`src/ptfq_pkg.sv`:
```
// Package for the priority transmit frame queue.
// Holds the sequencer state type, event and link answer codes, and the scan candidate type.
// No dependencies.
package ptfq_pkg;

  typedef enum logic [2:0] {
    ST_IDLE,
    ST_DECIDE,
    ST_EVICT,
    ST_EVICT_END,
    ST_STORE,
    ST_PICK,
    ST_PICK_END,
    ST_DONE
  } ptfq_state_t;

  typedef enum logic [1:0] {
    CMD_ENQUEUE  = 2'd0,
    CMD_TX_DONE  = 2'd1,
    CMD_LINK_ERR = 2'd2
  } ptfq_cmd_t;

  localparam logic [1:0] LINK_OK   = 2'd0;
  localparam logic [1:0] LINK_BUSY = 2'd1;

  localparam int AGE_BITS = 32;
  localparam int CNT_BITS = 32;

  // One slot as seen by the shared compare unit.
  typedef struct packed {
    logic                valid;
    logic                urgent;
    logic [AGE_BITS-1:0] age;
  } ptfq_cand_t;

endpackage

```
`src/priority_tx_frame_queue.sv`:
```
// An ignored or refused event goes straight to the result strobe. A transmit complete or link
// error scans for a frame to start; an enqueue with room stores, then scans if none is active;
// an enqueue into a full queue scans for a victim first. One transaction at a time; the next is
// taken in the cycle after the strobe. The compare unit visits one slot per cycle in each scan.
// Reset (synchronous, active low) empties all slots, clears the counters and the age sequence.
// Depends on ptfq_pkg and ptfq_age_cmp.
module priority_tx_frame_queue import ptfq_pkg::*; #(
  parameter int SLOTS           = 4,
  parameter int MAX_FRAME_BYTES = 64,
  parameter int REF_BITS        = 16
) (
  input  logic                clk,
  input  logic                rst_n,
  input  logic                start,
  output logic                busy,
  input  logic [1:0]          in_cmd,
  input  logic [REF_BITS-1:0] in_frame_ref,
  input  logic [7:0]          in_len_bytes,
  input  logic                in_urgent,
  input  logic [1:0]          in_link_status,
  output logic                out_valid,
  output logic                out_accepted,
  output logic                out_evicted_low,
  output logic                out_start_valid,
  output logic [1:0]          out_start_slot,
  output logic [REF_BITS-1:0] out_start_ref,
  output logic [7:0]          out_start_len,
  output logic [2:0]          out_queued,
  output logic [31:0]         out_drop_total,
  output logic [31:0]         out_sent_total
);

  localparam int IW = (SLOTS > 1) ? $clog2(SLOTS) : 1;
  localparam int CW = $clog2(SLOTS + 1);
  localparam logic [IW-1:0] LAST_IDX = IW'(SLOTS - 1);
  localparam logic [CW-1:0] FULL_CNT = CW'(SLOTS);
  localparam logic [7:0]    LEN_MAX  = 8'(MAX_FRAME_BYTES);

  ptfq_state_t state_r, state_nxt;

  // Captured transaction.
  ptfq_cmd_t           cmd_r, cmd_nxt;
  logic [REF_BITS-1:0] ref_r, ref_nxt;
  logic [7:0]          len_r, len_nxt;
  logic                urg_r, urg_nxt;
  logic [1:0]          link_r, link_nxt;

  // Slot storage.
  logic [SLOTS-1:0]    used_r, used_nxt;
  logic                urgent_r [SLOTS];
  logic [AGE_BITS-1:0] age_r    [SLOTS];
  logic [REF_BITS-1:0] sref_r   [SLOTS];
  logic [7:0]          slen_r   [SLOTS];
  logic                wr_en;

  logic [CW-1:0]       used_cnt_r, used_cnt_nxt;
  logic                act_valid_r, act_valid_nxt;
  logic [IW-1:0]       act_idx_r, act_idx_nxt;
  logic [AGE_BITS-1:0] next_age_r, next_age_nxt;
  logic [CNT_BITS-1:0] drops_r, drops_nxt;
  logic [CNT_BITS-1:0] sent_r, sent_nxt;

  // Result fields.
  logic                acc_r, acc_nxt;
  logic                evict_r, evict_nxt;
  logic                st_valid_r, st_valid_nxt;
  logic [IW-1:0]       st_idx_r, st_idx_nxt;
  logic [REF_BITS-1:0] st_ref_r, st_ref_nxt;
  logic [7:0]          st_len_r, st_len_nxt;

  // Scan state.
  logic [IW-1:0]       scan_idx_r, scan_idx_nxt;
  logic                best_valid_r, best_valid_nxt;
  logic [IW-1:0]       best_idx_r, best_idx_nxt;
  logic                best_urg_r, best_urg_nxt;
  logic [AGE_BITS-1:0] best_age_r, best_age_nxt;

  logic                len_ok;
  logic                is_full;
  logic                free_found;
  logic [IW-1:0]       free_idx;
  ptfq_cand_t          cand;
  ptfq_cand_t          best;
  logic                better;
  logic                scan_last;
  logic [IW+1:0]       slot_ext;
  logic [CW+2:0]       cnt_ext;

  assign len_ok    = (len_r != 8'd0) && (len_r <= LEN_MAX);
  assign is_full   = (used_cnt_r >= FULL_CNT);
  assign scan_last = (scan_idx_r == LAST_IDX);

  always_comb begin
    free_found = 1'b0;
    free_idx   = '0;
    for (int i = SLOTS - 1; i >= 0; i--) begin
      if (!used_r[i]) begin
        free_found = 1'b1;
        free_idx   = IW'(i);
      end
    end
  end

  // The eviction scan skips urgent slots; the start scan looks at all of them.
  always_comb begin
    cand.valid  = used_r[scan_idx_r] &&
                  !(act_valid_r && (act_idx_r == scan_idx_r)) &&
                  !((state_r == ST_EVICT) && urgent_r[scan_idx_r]);
    cand.urgent = urgent_r[scan_idx_r];
    cand.age    = age_r[scan_idx_r];
    best.valid  = best_valid_r;
    best.urgent = best_urg_r;
    best.age    = best_age_r;
  end

  ptfq_age_cmp u_cmp (
    .cand   (cand),
    .best   (best),
    .better (better)
  );

  // Next state.
  always_comb begin
    state_nxt = state_r;
    case (state_r)
      ST_IDLE: begin
        if (start) begin
          state_nxt = ST_DECIDE;
        end
      end
      ST_DECIDE: begin
        case (cmd_r)
          CMD_ENQUEUE: begin
            if (!len_ok) begin
              state_nxt = ST_DONE;
            end else if (is_full) begin
              state_nxt = urg_r ? ST_EVICT : ST_DONE;
            end else begin
              state_nxt = ST_STORE;
            end
          end
          CMD_TX_DONE, CMD_LINK_ERR: state_nxt = ST_PICK;
          default:                   state_nxt = ST_DONE;
        endcase
      end
      ST_EVICT: begin
        if (scan_last) begin
          state_nxt = ST_EVICT_END;
        end
      end
      ST_EVICT_END: state_nxt = best_valid_r ? ST_STORE : ST_DONE;
      ST_STORE: begin
        state_nxt = (!free_found || act_valid_r) ? ST_DONE : ST_PICK;
      end
      ST_PICK: begin
        if (scan_last) begin
          state_nxt = ST_PICK_END;
        end
      end
      ST_PICK_END: state_nxt = ST_DONE;
      ST_DONE:     state_nxt = ST_IDLE;
      default:     state_nxt = ST_IDLE;
    endcase
  end

  // Datapath.
  always_comb begin
    cmd_nxt        = cmd_r;
    ref_nxt        = ref_r;
    len_nxt        = len_r;
    urg_nxt        = urg_r;
    link_nxt       = link_r;
    used_nxt       = used_r;
    used_cnt_nxt   = used_cnt_r;
    act_valid_nxt  = act_valid_r;
    act_idx_nxt    = act_idx_r;
    next_age_nxt   = next_age_r;
    drops_nxt      = drops_r;
    sent_nxt       = sent_r;
    acc_nxt        = acc_r;
    evict_nxt      = evict_r;
    st_valid_nxt   = st_valid_r;
    st_idx_nxt     = st_idx_r;
    st_ref_nxt     = st_ref_r;
    st_len_nxt     = st_len_r;
    scan_idx_nxt   = scan_idx_r;
    best_valid_nxt = best_valid_r;
    best_idx_nxt   = best_idx_r;
    best_urg_nxt   = best_urg_r;
    best_age_nxt   = best_age_r;
    wr_en          = 1'b0;

    case (state_r)
      ST_IDLE: begin
        if (start) begin
          cmd_nxt  = ptfq_cmd_t'(in_cmd);
          ref_nxt  = in_frame_ref;
          len_nxt  = in_len_bytes;
          urg_nxt  = in_urgent;
          link_nxt = in_link_status;
        end
      end
      ST_DECIDE: begin
        acc_nxt        = 1'b0;
        evict_nxt      = 1'b0;
        st_valid_nxt   = 1'b0;
        st_idx_nxt     = '0;
        st_ref_nxt     = '0;
        st_len_nxt     = '0;
        scan_idx_nxt   = '0;
        best_valid_nxt = 1'b0;
        case (cmd_r)
          CMD_ENQUEUE: begin
            if (len_ok && is_full && !urg_r) begin
              drops_nxt = drops_r + 1'b1;
            end
          end
          CMD_TX_DONE, CMD_LINK_ERR: begin
            if (act_valid_r && used_r[act_idx_r]) begin
              used_nxt[act_idx_r] = 1'b0;
              if (used_cnt_r != '0) begin
                used_cnt_nxt = used_cnt_r - 1'b1;
              end
              if (cmd_r == CMD_TX_DONE) begin
                sent_nxt = sent_r + 1'b1;
              end else begin
                drops_nxt = drops_r + 1'b1;
              end
            end
            act_valid_nxt = 1'b0;
          end
          default: begin
          end
        endcase
      end
      ST_EVICT, ST_PICK: begin
        if (better) begin
          best_valid_nxt = 1'b1;
          best_idx_nxt   = scan_idx_r;
          best_urg_nxt   = cand.urgent;
          best_age_nxt   = cand.age;
        end
        scan_idx_nxt = scan_idx_r + 1'b1;
      end
      ST_EVICT_END: begin
        drops_nxt = drops_r + 1'b1;
        if (best_valid_r) begin
          used_nxt[best_idx_r] = 1'b0;
          if (used_cnt_r != '0) begin
            used_cnt_nxt = used_cnt_r - 1'b1;
          end
          evict_nxt = 1'b1;
        end
      end
      ST_STORE: begin
        scan_idx_nxt   = '0;
        best_valid_nxt = 1'b0;
        if (free_found) begin
          wr_en              = 1'b1;
          used_nxt[free_idx] = 1'b1;
          used_cnt_nxt       = used_cnt_r + 1'b1;
          next_age_nxt       = next_age_r + 1'b1;
          acc_nxt            = 1'b1;
        end else begin
          drops_nxt = drops_r + 1'b1;
        end
      end
      ST_PICK_END: begin
        if (best_valid_r) begin
          if (link_r == LINK_OK) begin
            act_valid_nxt = 1'b1;
            act_idx_nxt   = best_idx_r;
            st_valid_nxt  = 1'b1;
            st_idx_nxt    = best_idx_r;
            st_ref_nxt    = sref_r[best_idx_r];
            st_len_nxt    = slen_r[best_idx_r];
          end else if (link_r != LINK_BUSY) begin
            used_nxt[best_idx_r] = 1'b0;
            if (used_cnt_r != '0) begin
              used_cnt_nxt = used_cnt_r - 1'b1;
            end
            drops_nxt = drops_r + 1'b1;
          end
        end
      end
      default: begin
      end
    endcase
  end

  always_ff @(posedge clk) begin
    if (!rst_n) begin
      state_r     <= ST_IDLE;
      used_r      <= '0;
      used_cnt_r  <= '0;
      act_valid_r <= 1'b0;
      next_age_r  <= '0;
      drops_r     <= '0;
      sent_r      <= '0;
    end else begin
      state_r     <= state_nxt;
      used_r      <= used_nxt;
      used_cnt_r  <= used_cnt_nxt;
      act_valid_r <= act_valid_nxt;
      next_age_r  <= next_age_nxt;
      drops_r     <= drops_nxt;
      sent_r      <= sent_nxt;
    end
  end

  always_ff @(posedge clk) begin
    cmd_r        <= cmd_nxt;
    ref_r        <= ref_nxt;
    len_r        <= len_nxt;
    urg_r        <= urg_nxt;
    link_r       <= link_nxt;
    act_idx_r    <= act_idx_nxt;
    acc_r        <= acc_nxt;
    evict_r      <= evict_nxt;
    st_valid_r   <= st_valid_nxt;
    st_idx_r     <= st_idx_nxt;
    st_ref_r     <= st_ref_nxt;
    st_len_r     <= st_len_nxt;
    scan_idx_r   <= scan_idx_nxt;
    best_valid_r <= best_valid_nxt;
    best_idx_r   <= best_idx_nxt;
    best_urg_r   <= best_urg_nxt;
    best_age_r   <= best_age_nxt;
  end

  always_ff @(posedge clk) begin
    if (wr_en) begin
      urgent_r[free_idx] <= urg_r;
      age_r[free_idx]    <= next_age_r;
      sref_r[free_idx]   <= ref_r;
      slen_r[free_idx]   <= len_r;
    end
  end

  // Outputs.
  always_comb begin
    busy            = (state_r != ST_IDLE);
    out_valid       = (state_r == ST_DONE);
    slot_ext        = {2'b00, st_idx_r};
    cnt_ext         = {3'b000, used_cnt_r};
    out_accepted    = acc_r;
    out_evicted_low = evict_r;
    out_start_valid = st_valid_r;
    out_start_slot  = slot_ext[1:0];
    out_start_ref   = st_ref_r;
    out_start_len   = st_len_r;
    out_queued      = cnt_ext[2:0];
    out_drop_total  = drops_r;
    out_sent_total  = sent_r;
  end

endmodule

```
`src/ptfq_age_cmp.sv`:
```
// Shared compare unit of the slot scans.
// Depends on ptfq_pkg for the candidate type.
module ptfq_age_cmp import ptfq_pkg::*; (
  input  ptfq_cand_t cand,
  input  ptfq_cand_t best,
  output logic       better
);

  // Higher priority wins, then the lower age. Equal ages keep the earlier slot.
  assign better = cand.valid &&
                  (!best.valid ||
                   (cand.urgent && !best.urgent) ||
                   ((cand.urgent == best.urgent) && (cand.age < best.age)));

endmodule

```
`config.mk`:
```
export PLATFORM = sky130hd
export DESIGN_NAME = priority_tx_frame_queue
export DESIGN_NICKNAME = d
export VERILOG_FILES = /design/src/ptfq_pkg.sv /design/src/priority_tx_frame_queue.sv /design/src/ptfq_age_cmp.sv
export SDC_FILE = /design/constraint.sdc
export NUM_CORES = 1
export LEC_CHECK = 0
export BUFFER_PORTS_ARGS = -buffer_cell sky130_fd_sc_hd__buf_2
export CAP_MARGIN = 20
export CORE_MARGIN = 2
export CORE_UTILIZATION = 65
export CTS_BUF_LIST = sky130_fd_sc_hd__clkbuf_4 sky130_fd_sc_hd__clkbuf_8 sky130_fd_sc_hd__clkbuf_16
export CTS_CLUSTER_SIZE = 8
export DETAILED_ROUTE_END_ITERATION = 6
export HOLD_SLACK_MARGIN = 0.02
export PLACE_DENSITY = 0.85
export SYNTH_ARGS = -nofsm -noshare
export SYNTH_HDL_FRONTEND = slang
export SYNTH_SLANG_ARGS = --single-unit
export TNS_END_PERCENT = 10
```
`constraint.sdc`:
```
create_clock -name clk -period 12.3 [get_ports clk]
set_clock_uncertainty 0.15 [all_clocks]
set_input_delay 1.23 -clock clk [delete_from_list [all_inputs] [get_ports clk]]
set_output_delay 1.23 -clock clk [all_outputs]
set_load 0.01 [all_outputs]
```
Word-level counts from Yosys, hierarchy flattened
Memories as Yosys holds them, arrays and structs flattened. A register that Yosys moved wholly into a read port is not among the register bits.
Index checks and enable logic that the tools add are counted.

storage, ports and cells
  bits in writable memories = 228
  flip-flop bits (word level) = 205
  memories = 4
  word-level logic and storage cells = 212

memories
  name      depth  bits a word  rd ports  clocked after memory_dff  wr ports  RTL line                       RTL
  age_r     4      32           1         1                         1         priority_tx_frame_queue.sv:51  logic [AGE_BITS-1:0] age_r [SLOTS];
  sref_r    4      16           1         1                         1         priority_tx_frame_queue.sv:52  logic [REF_BITS-1:0] sref_r [SLOTS];
  slen_r    4      8            1         1                         1         priority_tx_frame_queue.sv:53  logic [7:0] slen_r [SLOTS];
  urgent_r  4      1            1         1                         1         priority_tx_frame_queue.sv:50  logic urgent_r [SLOTS];

cells by class
  add/sub/neg operators = 6
  reductions and logical operators = 50
  mux-type cells = 83
  bitwise gates (word level) = 5
  $lt $le $gt $ge = 10
  eq/ne operators = 30

operator list
  operator                                                     number
  2-to-1 mux 32 bit                                            7
  one-hot mux 32 bit (4 select lines)                          1
  adder 32 x 1 -> 32 bit (second input constant)               3
  one-hot mux 32 bit (2 select lines)                          1
  2-to-1 mux 3 bit                                             14
  less-than comparator 32 bit                                  1
  2-to-1 mux 16 bit                                            2
  one-hot mux 16 bit (2 select lines)                          1
  2-to-1 mux 4 bit                                             7
  != test 2 bit (second input constant)                        13
  2-to-1 mux 2 bit                                             12
  one-hot mux 3 bit (8 select lines)                           1
  2-to-1 mux 1 bit                                             19
  2-to-1 mux 8 bit                                             2
  one-hot mux 4 bit (4 select lines)                           1
  one-hot mux 8 bit (2 select lines)                           1
  logical AND 1 bit                                            14
  == test 3 bit (second input constant)                        4
  less-than comparator 2 x 3 -> 1 bit (second input constant)  4
  one-hot mux 3 bit (4 select lines)                           1
  AND reduction 2 bit                                          6
  one-hot mux 1 bit (2 select lines)                           5
  != test 3 bit (second input constant)                        3
  AND reduction 3 bit                                          3
  other kinds (33)                                             58

Depth between registers and ports, before layout
Gate-level depths: netlist of the first run.

  depth after elaboration = 11
  depth in mapped cells = 10
  gate-level depth less buffers = 8

Hierarchy
Synthesis of the first run repeated with hierarchy kept, for this count alone.

second synthesis, totals
  cells, all modules = 1275
  area total of the unflattened synthesis = 18222.5 µm²

modules (own cells, without submodules)
  module                   cells an instance  area an instance (µm²)  instances
  priority_tx_frame_queue  1160               17374.2                 1
  ptfq_age_cmp             115                848.3                   1

Least setup slack after synthesis of the first run
OpenSTA, ideal clock, no wires.

  path type = register to register
  start point = register state_r[2]
  end point = memory age_r[3][0] (enable)
  required time = 11.514 ns
  cell stages (with the launch flop) = 4
  path slack = 4.573 ns
  arrival time = 6.941 ns
  period minus slack after synthesis = 7.727 ns
  library setup time = 0.636 ns
  path through = dfxtp_1 -> or3b_1 -> clkbuf_1 -> nor4b_1

between the ends
  word-level cells in the longest chain between the ends = 4

RTL lines
  element                                 RTL line                        RTL
  from (decl)                             priority_tx_frame_queue.sv:39   ptfq_state_t state_r, state_nxt;
  from (signal assigned)                  priority_tx_frame_queue.sv:301  state_r <= state_nxt;
  == test 3 bit                           priority_tx_frame_queue.sv:193  case (state_r)
  2-to-1 mux 1 bit                        priority_tx_frame_queue.sv:193
  2-to-1 mux 1 bit                        priority_tx_frame_queue.sv:332  if (wr_en) begin
  2-to-1 mux 1 bit (implied by the code)  priority_tx_frame_queue.sv:334  age_r[free_idx] <= next_age_r;
  to (decl)                               priority_tx_frame_queue.sv:51

Every way passes these cells.

==> results.json, run 1 <==
{
  "status": "complete, no violations",
  "drtIter0Drc": 1255,
  "relSlewSlack_pct": 35.22,
  "async_flop_share_pct": 0,
  "drtAntennaViolNets": 0,
  "cp_slowest_cell": "nor4_1",
  "grt_usage_pct": 28.58,
  "synth_xor_area_share_pct": 3.552,
  "clockRootBuffer": "clkbuf_16",
  "setup_viol": 0,
  "max_stage_delay_ps": 700,
  "required_ps": 12470,
  "synth_compound_area_share_pct": 4.299,
  "clock_latency_ps": 590,
  "tns_ps": 0,
  "cellPowerDensity_nw_per_um2": 208.9,
  "drtPass1Iterations": 5,
  "dp_hpwl_um": 21490,
  "cts-resized-gates": 0,
  "fp.dieArea_sq_um": 28650,
  "die_w_um": 169.3,
  "viasPerCell": 6.339,
  "reg2reg_depth": 10,
  "ys_types": 56,
  "hold_violations": 0,
  "yosys_most_used_dff": "edfxtp_1",
  "netlist_area_sq_um": 17750,
  "drc_errors": 0,
  "multi_input_area_sq_um": 5359,
  "final_cell_mix": "326 x edfxtp_1, 129 x buf_2, 109 x dfxtp_1",
  "wl_per_cell_um": 22.48,
  "post-route-min-period_ps": 4430,
  "synth_top_family_by_area": "simple AND/OR/NAND/NOR gates",
  "hold_end": "out_drop_total[31]",
  "ys_seq_area_share_pct": 67.65,
  "grt_pass1_wl_um": 63470,
  "place_ws_ps": 7992,
  "hold_start": "out_drop_total[31]",
  "max_freq_ghz": 0.2257,
  "timing.final.crit_share_pct": 36.02,
  "num_rows": 60,
  "fill_cells": 1501,
  "drive_above_1_share_pct": 22.38,
  "start_util_pct": 66.06,
  "vias": 11310,
  "synth.largest_area_cell": "edfxtp_1",
  "grt.overflow.total": 0,
  "startpoint_type": "flop",
  "path_cells": "buf_4, mux4_2, ha_1, nand4_1, nor4_1, nand3_1, o22ai_1, o21a_1, nor2_4, buf_16",
  "critical_path_class": "flop to flop",
  "maxSlewViolCount": 0,
  "reg2reg_slack_ps": 7870,
  "ys_ff_latch": 437,
  "hold_class": "flop to flop",
  "crit_fanout": 32,
  "num_io_pins": 130,
  "cp.arrival_ps": 4600,
  "cp-end-kind": "flop",
  "cts.sinks": 437,
  "antenna_found_initial": 4,
  "coreArea_sq_um": 26880,
  "synth_cells": 1238,
  "routabilityCongestion": 0.8278,
  "io_buffers": 129,
  "synth_fa_ha_area_share_pct": 2.932,
  "nets": 1467,
  "cts-htree-levels": 2,
  "routed_wl_um": 40110,
  "yosys.area_share.simple_pct": 11.28,
  "max_cap_viol_count": 0,
  "die_h_um": 169.3,
  "path_clk_slew_ps": 50,
  "ir_drop_v": 0.0001464,
  "synth.area.mux_share_pct": 7.935,
  "rsz0062_at_grt": "no",
  "cts_hold_buf": 0,
  "synth_edf_count": 326,
  "final_util_pct": 76.96,
  "synth_top_cell_area_share_pct": 55.14,
  "ys_top_cells_by_area": "edfxtp_1 55%, dfxtp_1 13%, mux4_2 7.5%",
  "clock_path_buffers": 3,
  "worst_slew_pin_slew_ps": 964.2,
  "syn_nets": 1311,
  "grt_max_degree": 74,
  "syn_area_per_cell_sq_um": 14.34,
  "hold_depth": 2,
  "setup_slack_ps": 7870,
  "first_global_vias": 11750,
  "post_cts_buffers": 0,
  "yosysWarnings": 0,
  "final_common_cell": "edfxtp_1",
  "power_leakage_uw": 0.007516,
  "cts_tree": "yes",
  "power_uw": 4321,
  "r2r_end": "best_age_r[15]",
  "ff_latch_area_sq_um": 12010,
  "cts_made_buffers": 60,
  "area_growth_syn_to_layout_pct": 16.50
}
## logic make-up (layout without fill, tap and decap cells)
group                    after synthesis  in the layout
other                                  0              4
buffers and inverters                111            312
XOR/XNOR                              72             72
adder cells (fa/ha/maj)               41             41
AO/OA/AOI/OAI                        128            128
multiplexers                          67             67
flip-flops                           437            437
AND/OR/NAND/NOR                      382            382
## flip-flops by register name (all words and copies together), names as in the netlist, 32 cells and up, named ones only
| name | cells |
|---|---|
| age_r | 128 |
| sref_r | 64 |
| best_age_r | 32 |
| next_age_r | 32 |
| out_drop_total | 32 |
| out_sent_total | 32 |
| slen_r | 32 |
## final cells by class
class	count	share of cell area, %
antenna	4	0.04839
sequential	437	58.08
multi-input combinational	690	25.91
timing repair buffer	142	3.690
inverter	63	1.143
tap	341	2.063
clock inverter	4	0.2420
clock buffer	103	8.820
## metal layers
layer / wire length (um) / global-route usage [%]
met2: 20290 / 49.46
met1: 14940 / 35.24
met5: 0 / 0
met4: 1376 / 11.33
met3: 3496 / 6.413
## how the worst max path moves through the flow
stage / start / to / cells past startpoint
finish: flop / best_age_r[15] / 10
floorplan: state_r[2] / age_r[3][0] / 3
global placement: flop / best_age_r[16] / 9
detailed placement: flop / best_age_r[16] / 9
CTS: flop / best_age_r[15] / 9
global route: flop / best_age_r[15] / 10
## power breakdown
group,switching (uW),internal [uW]
Combinational,495,322
Sequential,115,1790
Clock,602,1000
Total,1210,3110
## synth_stat cells (all sizes together), types with 3 or more instances
master	n
clkbuf	41
nor3b	3
nand3	39
nor3	28
nand2	57
buf	7
or3	24
nor4	14
or4	4
o21ai	38
and2	39
mux2i	8
nand2b	6
nor2	90
o31ai	5
mux4	59
xnor2	38
dfxtp	111
inv	62
edfxtp	326
a21oi	51
ha	40
o21a	3
nand4	35
nor2b	5
o211ai	6
xor2	34
and3	19
and4	11
a31oi	6
## per-stage QoR
stage                     hold slack, ps  instance area, sq um  std cells
after floorplan                    305.0                 17750       1238
after global placement             315.2                 18770       1672
after detailed placement           332.4                 18770       1672
after CTS                          342.8                 20650       1779
after global routing               362.7                 20680       1784
final                              338.1                 20680       1784
## worst max-delay path, delay by kind of cell, from the launching register on
kind | cells | cell delay [ps]
and+or+nand+nor | 4 | 1210
buffers and inverters | 2 | 770
AOI/OAI and AO/OA | 2 | 710
muxes | 1 | 610
adders and majority gates | 1 | 360
DFF | 1 | 350
Note: power is estimated with default switching activity, not from simulation.
==> inputs of run 2 (changes only) <==
--- a/config.mk
+++ b/config.mk
@@ -8,12 +8,12 @@
 export BUFFER_PORTS_ARGS = -buffer_cell sky130_fd_sc_hd__buf_2
 export CAP_MARGIN = 20
 export CORE_MARGIN = 2
-export CORE_UTILIZATION = 65
+export CORE_UTILIZATION = 54
 export CTS_BUF_LIST = sky130_fd_sc_hd__clkbuf_4 sky130_fd_sc_hd__clkbuf_8 sky130_fd_sc_hd__clkbuf_16
 export CTS_CLUSTER_SIZE = 8
 export DETAILED_ROUTE_END_ITERATION = 6
 export HOLD_SLACK_MARGIN = 0.02
-export PLACE_DENSITY = 0.85
+export PLACE_DENSITY = 0.76
 export SYNTH_ARGS = -nofsm -noshare
 export SYNTH_HDL_FRONTEND = slang
 export SYNTH_SLANG_ARGS = --single-unit
==> constraint.sdc (replaced) <==
create_clock -name clk -period 3.75 [get_ports clk]
set_clock_uncertainty 0.15 [all_clocks]
set_input_delay 0.375 -clock clk [delete_from_list [all_inputs] [get_ports clk]]
set_output_delay 0.375 -clock clk [all_outputs]
set_load 0.01 [all_outputs]
==> run 2 against run 1 <==
Against the previous run: register-to-register slack got worse by 7500 ps; combinational power increased to 3.2 times the previous value; global-route usage decreased by 6.7 points; clock-buffer cell count increased by 4; first-iteration DRC count decreased by 40%; largest power group unchanged; highest routed layer unchanged.
==> results.json, run 2 (synthesis gave the netlist of run 1 again) <==
{
  "dp_cells": 1790,
  "reg2reg_depth": 10,
  "largest_register_ffs": 128,
  "io_buffers": 129,
  "ir_drop_v": 0.0004353,
  "area_growth_syn_to_layout_pct": 20.15,
  "drive_above_1_share_pct": 22.98,
  "drtPass1Iterations": 5,
  "top_register": "age_r",
  "max_cap_viol_count": 0,
  "final_cell_mix": "326 x edfxtp_1, 129 x buf_2, 109 x dfxtp_1",
  "viasPerCell": 5.670,
  "hold_class": "input pin to flop",
  "cts.sinks": 437,
  "dp_hpwl_um": 21410,
  "drtAntennaViolNets": 0,
  "setup_viol": 0,
  "ff_latch_area_sq_um": 12010,
  "antenna_found_initial": 1,
  "cp-end-kind": "flop",
  "maxSlewViolCount": 0,
  "grt.overflow.total": 0,
  "die_w_um": 185.3,
  "nets": 1512,
  "cts_hold_buf": 29,
  "cts-htree-levels": 2,
  "final_common_cell": "edfxtp_1",
  "cellPowerDensity_nw_per_um2": 663.9,
  "fill_cells": 2189,
  "grt_pass1_wl_um": 58710,
  "dpl_cell_area_sq_um": 19110,
  "reg_top3": "age_r (128), sref_r (64)",
  "num_io_pins": 130,
  "wl_per_cell_um": 18.87,
  "multi_input_area_sq_um": 5380,
  "grt_usage_pct": 21.84,
  "power_leakage_uw": 0.007753,
  "clockRootBuffer": "clkbuf_16",
  "post-route-min-period_ps": 3336,
  "timing.final.crit_share_pct": 88.97,
  "relSlewSlack_pct": 36.82,
  "hold_depth": 2,
  "die_h_um": 185.3,
  "cts-resized-gates": 0,
  "cts_tree": "yes",
  "cp.arrival_ps": 3470,
  "grt_max_degree": 78,
  "drc_errors": 0,
  "fp.dieArea_sq_um": 34350,
  "routabilityCongestion": 0.8128,
  "crit_fanout": 22,
  "routed_wl_um": 36440,
  "cts_made_buffers": 60,
  "clock_latency_ps": 590,
  "max_freq_ghz": 0.2997,
  "reg2reg_slack_ps": 410,
  "hold_start": "rst_n",
  "first_global_vias": 11000,
  "vias": 10950,
  "required_ps": 3880,
  "worst_slew_pin_slew_ps": 947.6,
  "post_cts_buffers": 0,
  "hold_end": "out_sent_total[23]",
  "rsz0062_at_grt": "no",
  "status": "complete, no violations",
  "final_area_sq_um": 21330,
  "coreArea_sq_um": 32450,
  "r2r_end": "best_age_r[16]",
  "power_uw": 14160,
  "drtIter0Drc": 759,
  "clock_path_buffers": 3,
  "num_rows": 66,
  "startpoint_type": "flop",
  "hold_violations": 0,
  "path_clk_slew_ps": 50,
  "critical_path_class": "flop to flop",
  "start_util_pct": 54.71,
  "layout.cells.non_filler": 1931
}
run 2: cell types whose count changed in the layout (fill, tap and decap cells not counted), moves of 3 or more:
cell / change
buf_4: +12
buf_12: +5
dlygate4sd3_1: +29
clkbuf_4: +4
diode_2: -3
run 2: worst max-delay path by stage:
stage / start / endpoint / slack, ps / depth (start not counted)
final: flop / best_age_r[16] / 410 / 10
after global routing: cmd_r[0] / out_drop_total[31] / 260 / 9
after CTS: flop / best_age_r[16] / 410 / 10
after detailed placement: flop / best_age_r[25] / 430 / 10
after global placement: flop / best_age_r[25] / 470 / 10
after floorplan: flop / best_age_r[0] / -600 / 10
run 2: stage by stage:
step | worst slack [ps] | TNS (ps) | util (%) | hold slack, ps
after floorplan | -595.7 | -50370 | - | 305.0
after global placement | 473.7 | 0 | 58.88 | 314.2
after detailed placement | 431.5 | 0 | 58.88 | 332.0
after CTS | 407.4 | 0 | 65.72 | 115.6
after global routing | 259.8 | 0 | 65.73 | 116.7
final | 413.7 | 0 | 65.73 | 117.3
run 2: area by class of cell:
class / count / share of cell area [%]
Clock buffer: 107 / 8.693
Timing Repair Buffer: 187 / 5.701
Sequential cell: 437 / 56.32
Antenna cell: 1 / 0.01173
Inverter: 63 / 1.109
Clock inverter: 4 / 0.3519
Tap cell: 442 / 2.593
Multi-Input combinational cell: 690 / 25.22
run 2: critical path: stages, from the launching register on:
cell and delay (ps):
dfxtp_2 350, buf_12 210, mux4_2 540, ha_1 320
a21oi_1 140, o21ai_0 130, a22oi_1 310, nand2_1 170
o21a_1 250, nor2_4 220, buf_12 200
run 2: layer usage:
metal / part of all wire [%] / wire [um] / GRT usage, % / vias up
met5: 0 / 0 / 0 / -
met4: 2.5 / 922 / 7.556 / 0
met3: 6.1 / 2221 / 3.972 / 75
met2: 50 / 18300 / 36.58 / 360
met1: 41 / 14990 / 28.85 / 5431
li1: - / - / - / 5082
run 2: report_power, final:
group | switching, uW | internal, uW | total [uW] | leakage (uW)
Clock | 1980 | 3340 | 5330 | 0.000991
Sequential | 328 | 5850 | 6180 | 0.00390
Combinational | 1510 | 1140 | 2650 | 0.00286
==> inputs of run 3 (changes only) <==
--- a/config.mk
+++ b/config.mk
@@ -13,7 +13,7 @@
 export CTS_CLUSTER_SIZE = 8
 export DETAILED_ROUTE_END_ITERATION = 6
 export HOLD_SLACK_MARGIN = 0.02
-export PLACE_DENSITY = 0.76
+export PLACE_DENSITY = 0.79
 export SYNTH_ARGS = -nofsm -noshare
 export SYNTH_HDL_FRONTEND = slang
 export SYNTH_SLANG_ARGS = --single-unit
==> run 3 against run 2 <==
Against the previous run: final cell count barely moved; clock-buffer cell count down 1; via count is 1.3% higher; setup slack got worse by 110 ps; core utilization increased by 0.16 points; sequential cell count unchanged.
==> results.json, run 3 (synthesis gave the netlist of run 1 again) <==
{
  "dp_cells": 1792,
  "io_buffers": 129,
  "endpoint": "best_age_r[31]",
  "path_cells": "buf_12, mux4_2, ha_1, a22oi_1, o211ai_1, a221oi_1, o22ai_1, o21a_1, nor2_4, buf_4",
  "cts_tree": "yes",
  "reg2reg_slack_ps": 300,
  "power_leakage_uw": 0.007769,
  "drtIter0Drc": 846,
  "dp_hpwl_um": 22020,
  "num_rows": 66,
  "drtPass1Iterations": 5,
  "rsz0062_at_grt": "no",
  "drc_errors": 0,
  "cp-end-kind": "flop",
  "final_common_cell": "edfxtp_1",
  "maxSlewViolCount": 0,
  "max_stage_delay_ps": 530,
  "hold_violations": 0,
  "critical_path_class": "flop to flop",
  "required_ps": 3860,
  "crit_fanout": 16,
  "nets": 1514,
  "max_cap_viol_count": 0,
  "viasPerCell": 5.739,
  "layout.cells.non_filler": 1932,
  "cp_slowest_cell": "mux4_2",
  "top_register": "age_r",
  "cts-htree-levels": 2,
  "routabilityCongestion": 0.8151,
  "place_ws_ps": 335.3,
  "drtAntennaViolNets": 0,
  "grt_pass1_wl_um": 62100,
  "r2r_end": "best_age_r[31]",
  "cp.arrival_ps": 3550,
  "relSlewSlack_pct": 45.71,
  "start_util_pct": 54.71,
  "max_freq_ghz": 0.2901,
  "post_cts_buffers": 0,
  "drive_above_1_share_pct": 22.97,
  "path_clk_slew_ps": 60,
  "post-route-min-period_ps": 3447,
  "die_w_um": 185.3,
  "startpoint_type": "flop",
  "coreArea_sq_um": 32450,
  "die_h_um": 185.3,
  "cts.sinks": 437,
  "clockRootBuffer": "clkbuf_16",
  "routed_wl_um": 39230,
  "num_io_pins": 130,
  "multi_input_area_sq_um": 5380,
  "setup_slack_ps": 302.9,
  "timing.final.crit_share_pct": 91.92,
  "largest_register_ffs": 128,
  "fp.dieArea_sq_um": 34350,
  "grt_max_degree": 53,
  "clock_path_buffers": 3,
  "grt.overflow.total": 0,
  "final_cell_mix": "326 x edfxtp_1, 129 x buf_2, 110 x dfxtp_1",
  "cts_made_buffers": 60,
  "setup_viol": 0,
  "hold_class": "input pin to flop",
  "reg_top3": "age_r (128), sref_r (64)",
  "status": "complete, no violations",
  "ff_latch_area_sq_um": 12010,
  "ir_drop_v": 0.0005084,
  "cellPowerDensity_nw_per_um2": 669.8,
  "wl_per_cell_um": 20.31,
  "fill_cells": 2152,
  "worst_slew_pin_slew_ps": 813.1,
  "reg2reg_depth": 10,
  "area_growth_syn_to_layout_pct": 20.44,
  "vias": 11090,
  "tns_ps": 0,
  "first_global_vias": 11450,
  "grt_usage_pct": 23.52,
  "antenna_found_initial": 1,
  "clock_latency_ps": 610
}
[run 3: changes by cell type in the layout (fill, tap and decap cells not counted), sizes merged]
cell    change
clkbuf      -1
inv         -2
buf         +2
clkinv      +2
[run 3: what timing repair did]
| action | CTS | global route |
|---|---|---|
| endpoints found under the hold margin | 29 | 0 |
| gates resized for setup | 0 | 0 |
| hold buffers | 29 | 0 |
[run 3: per-layer routing]
layer | GRT usage (%) | routed length (um) | vias up
met1 | 29.84 | 15330 | 5448
met5 | 0 | 0 | -
li1 | - | - | 5083
met3 | 5.151 | 3093 | 92
met4 | 9.175 | 1269 | 0
met2 | 39.63 | 19540 | 464
[run 3: where the power goes]
group	switching, uW	internal (uW)
registers	318	5850
clock network	2030	3340
logic	1620	1170
[run 3: area by class of cell]
cell class	count	share of cell area, %
inverters	63	1.106
flip-flops and latches	437	56.18
clock inverters	4	0.4447
multi-input cells	690	25.16
repair buffers	189	5.875
diodes	1	0.01170
clock buffers	106	8.637
well taps	442	2.586
[run 3: per-stage QoR]
step           hold slack (ps)  instance area (sq um)  power (uW)  util, %
3_3_place_gp             314.8                  19150        8798    59.00
3_5_place_dp             321.6                  19150        8941    59.00
5_1_grt                  101.3                  21380       14900    65.89
6_report                 84.04                  21380       14320    65.89
4_1_cts                  69.99                  21380       14330    65.88
2_1_floorplan            305.0                  17780        8051        -
[run 3: worst min-delay path by stage]
stage | slack [ps] | cells after the start | from | to
after floorplan | 300 | 0 | scan_idx_r[0] | best_idx_r[0]
after global placement | 310 | 0 | ref_r[5] | sref_r[2][5]
after detailed placement | 320 | 2 | out_drop_total[31] | out_drop_total[31]
after CTS | 70 | 5 | start | state_r[0]
after global routing | 100 | 5 | start | state_r[0]
final | 80 | 5 | start | state_r[0]
[run 3: critical path, delay by kind of cell, from the launching register on]
kind | cells | cell delay (ps)
simple gates | 1 | 130
compound gates | 5 | 1070
mux | 1 | 530
flops | 1 | 400
fa+ha+maj | 1 | 310
buf+inv | 2 | 480
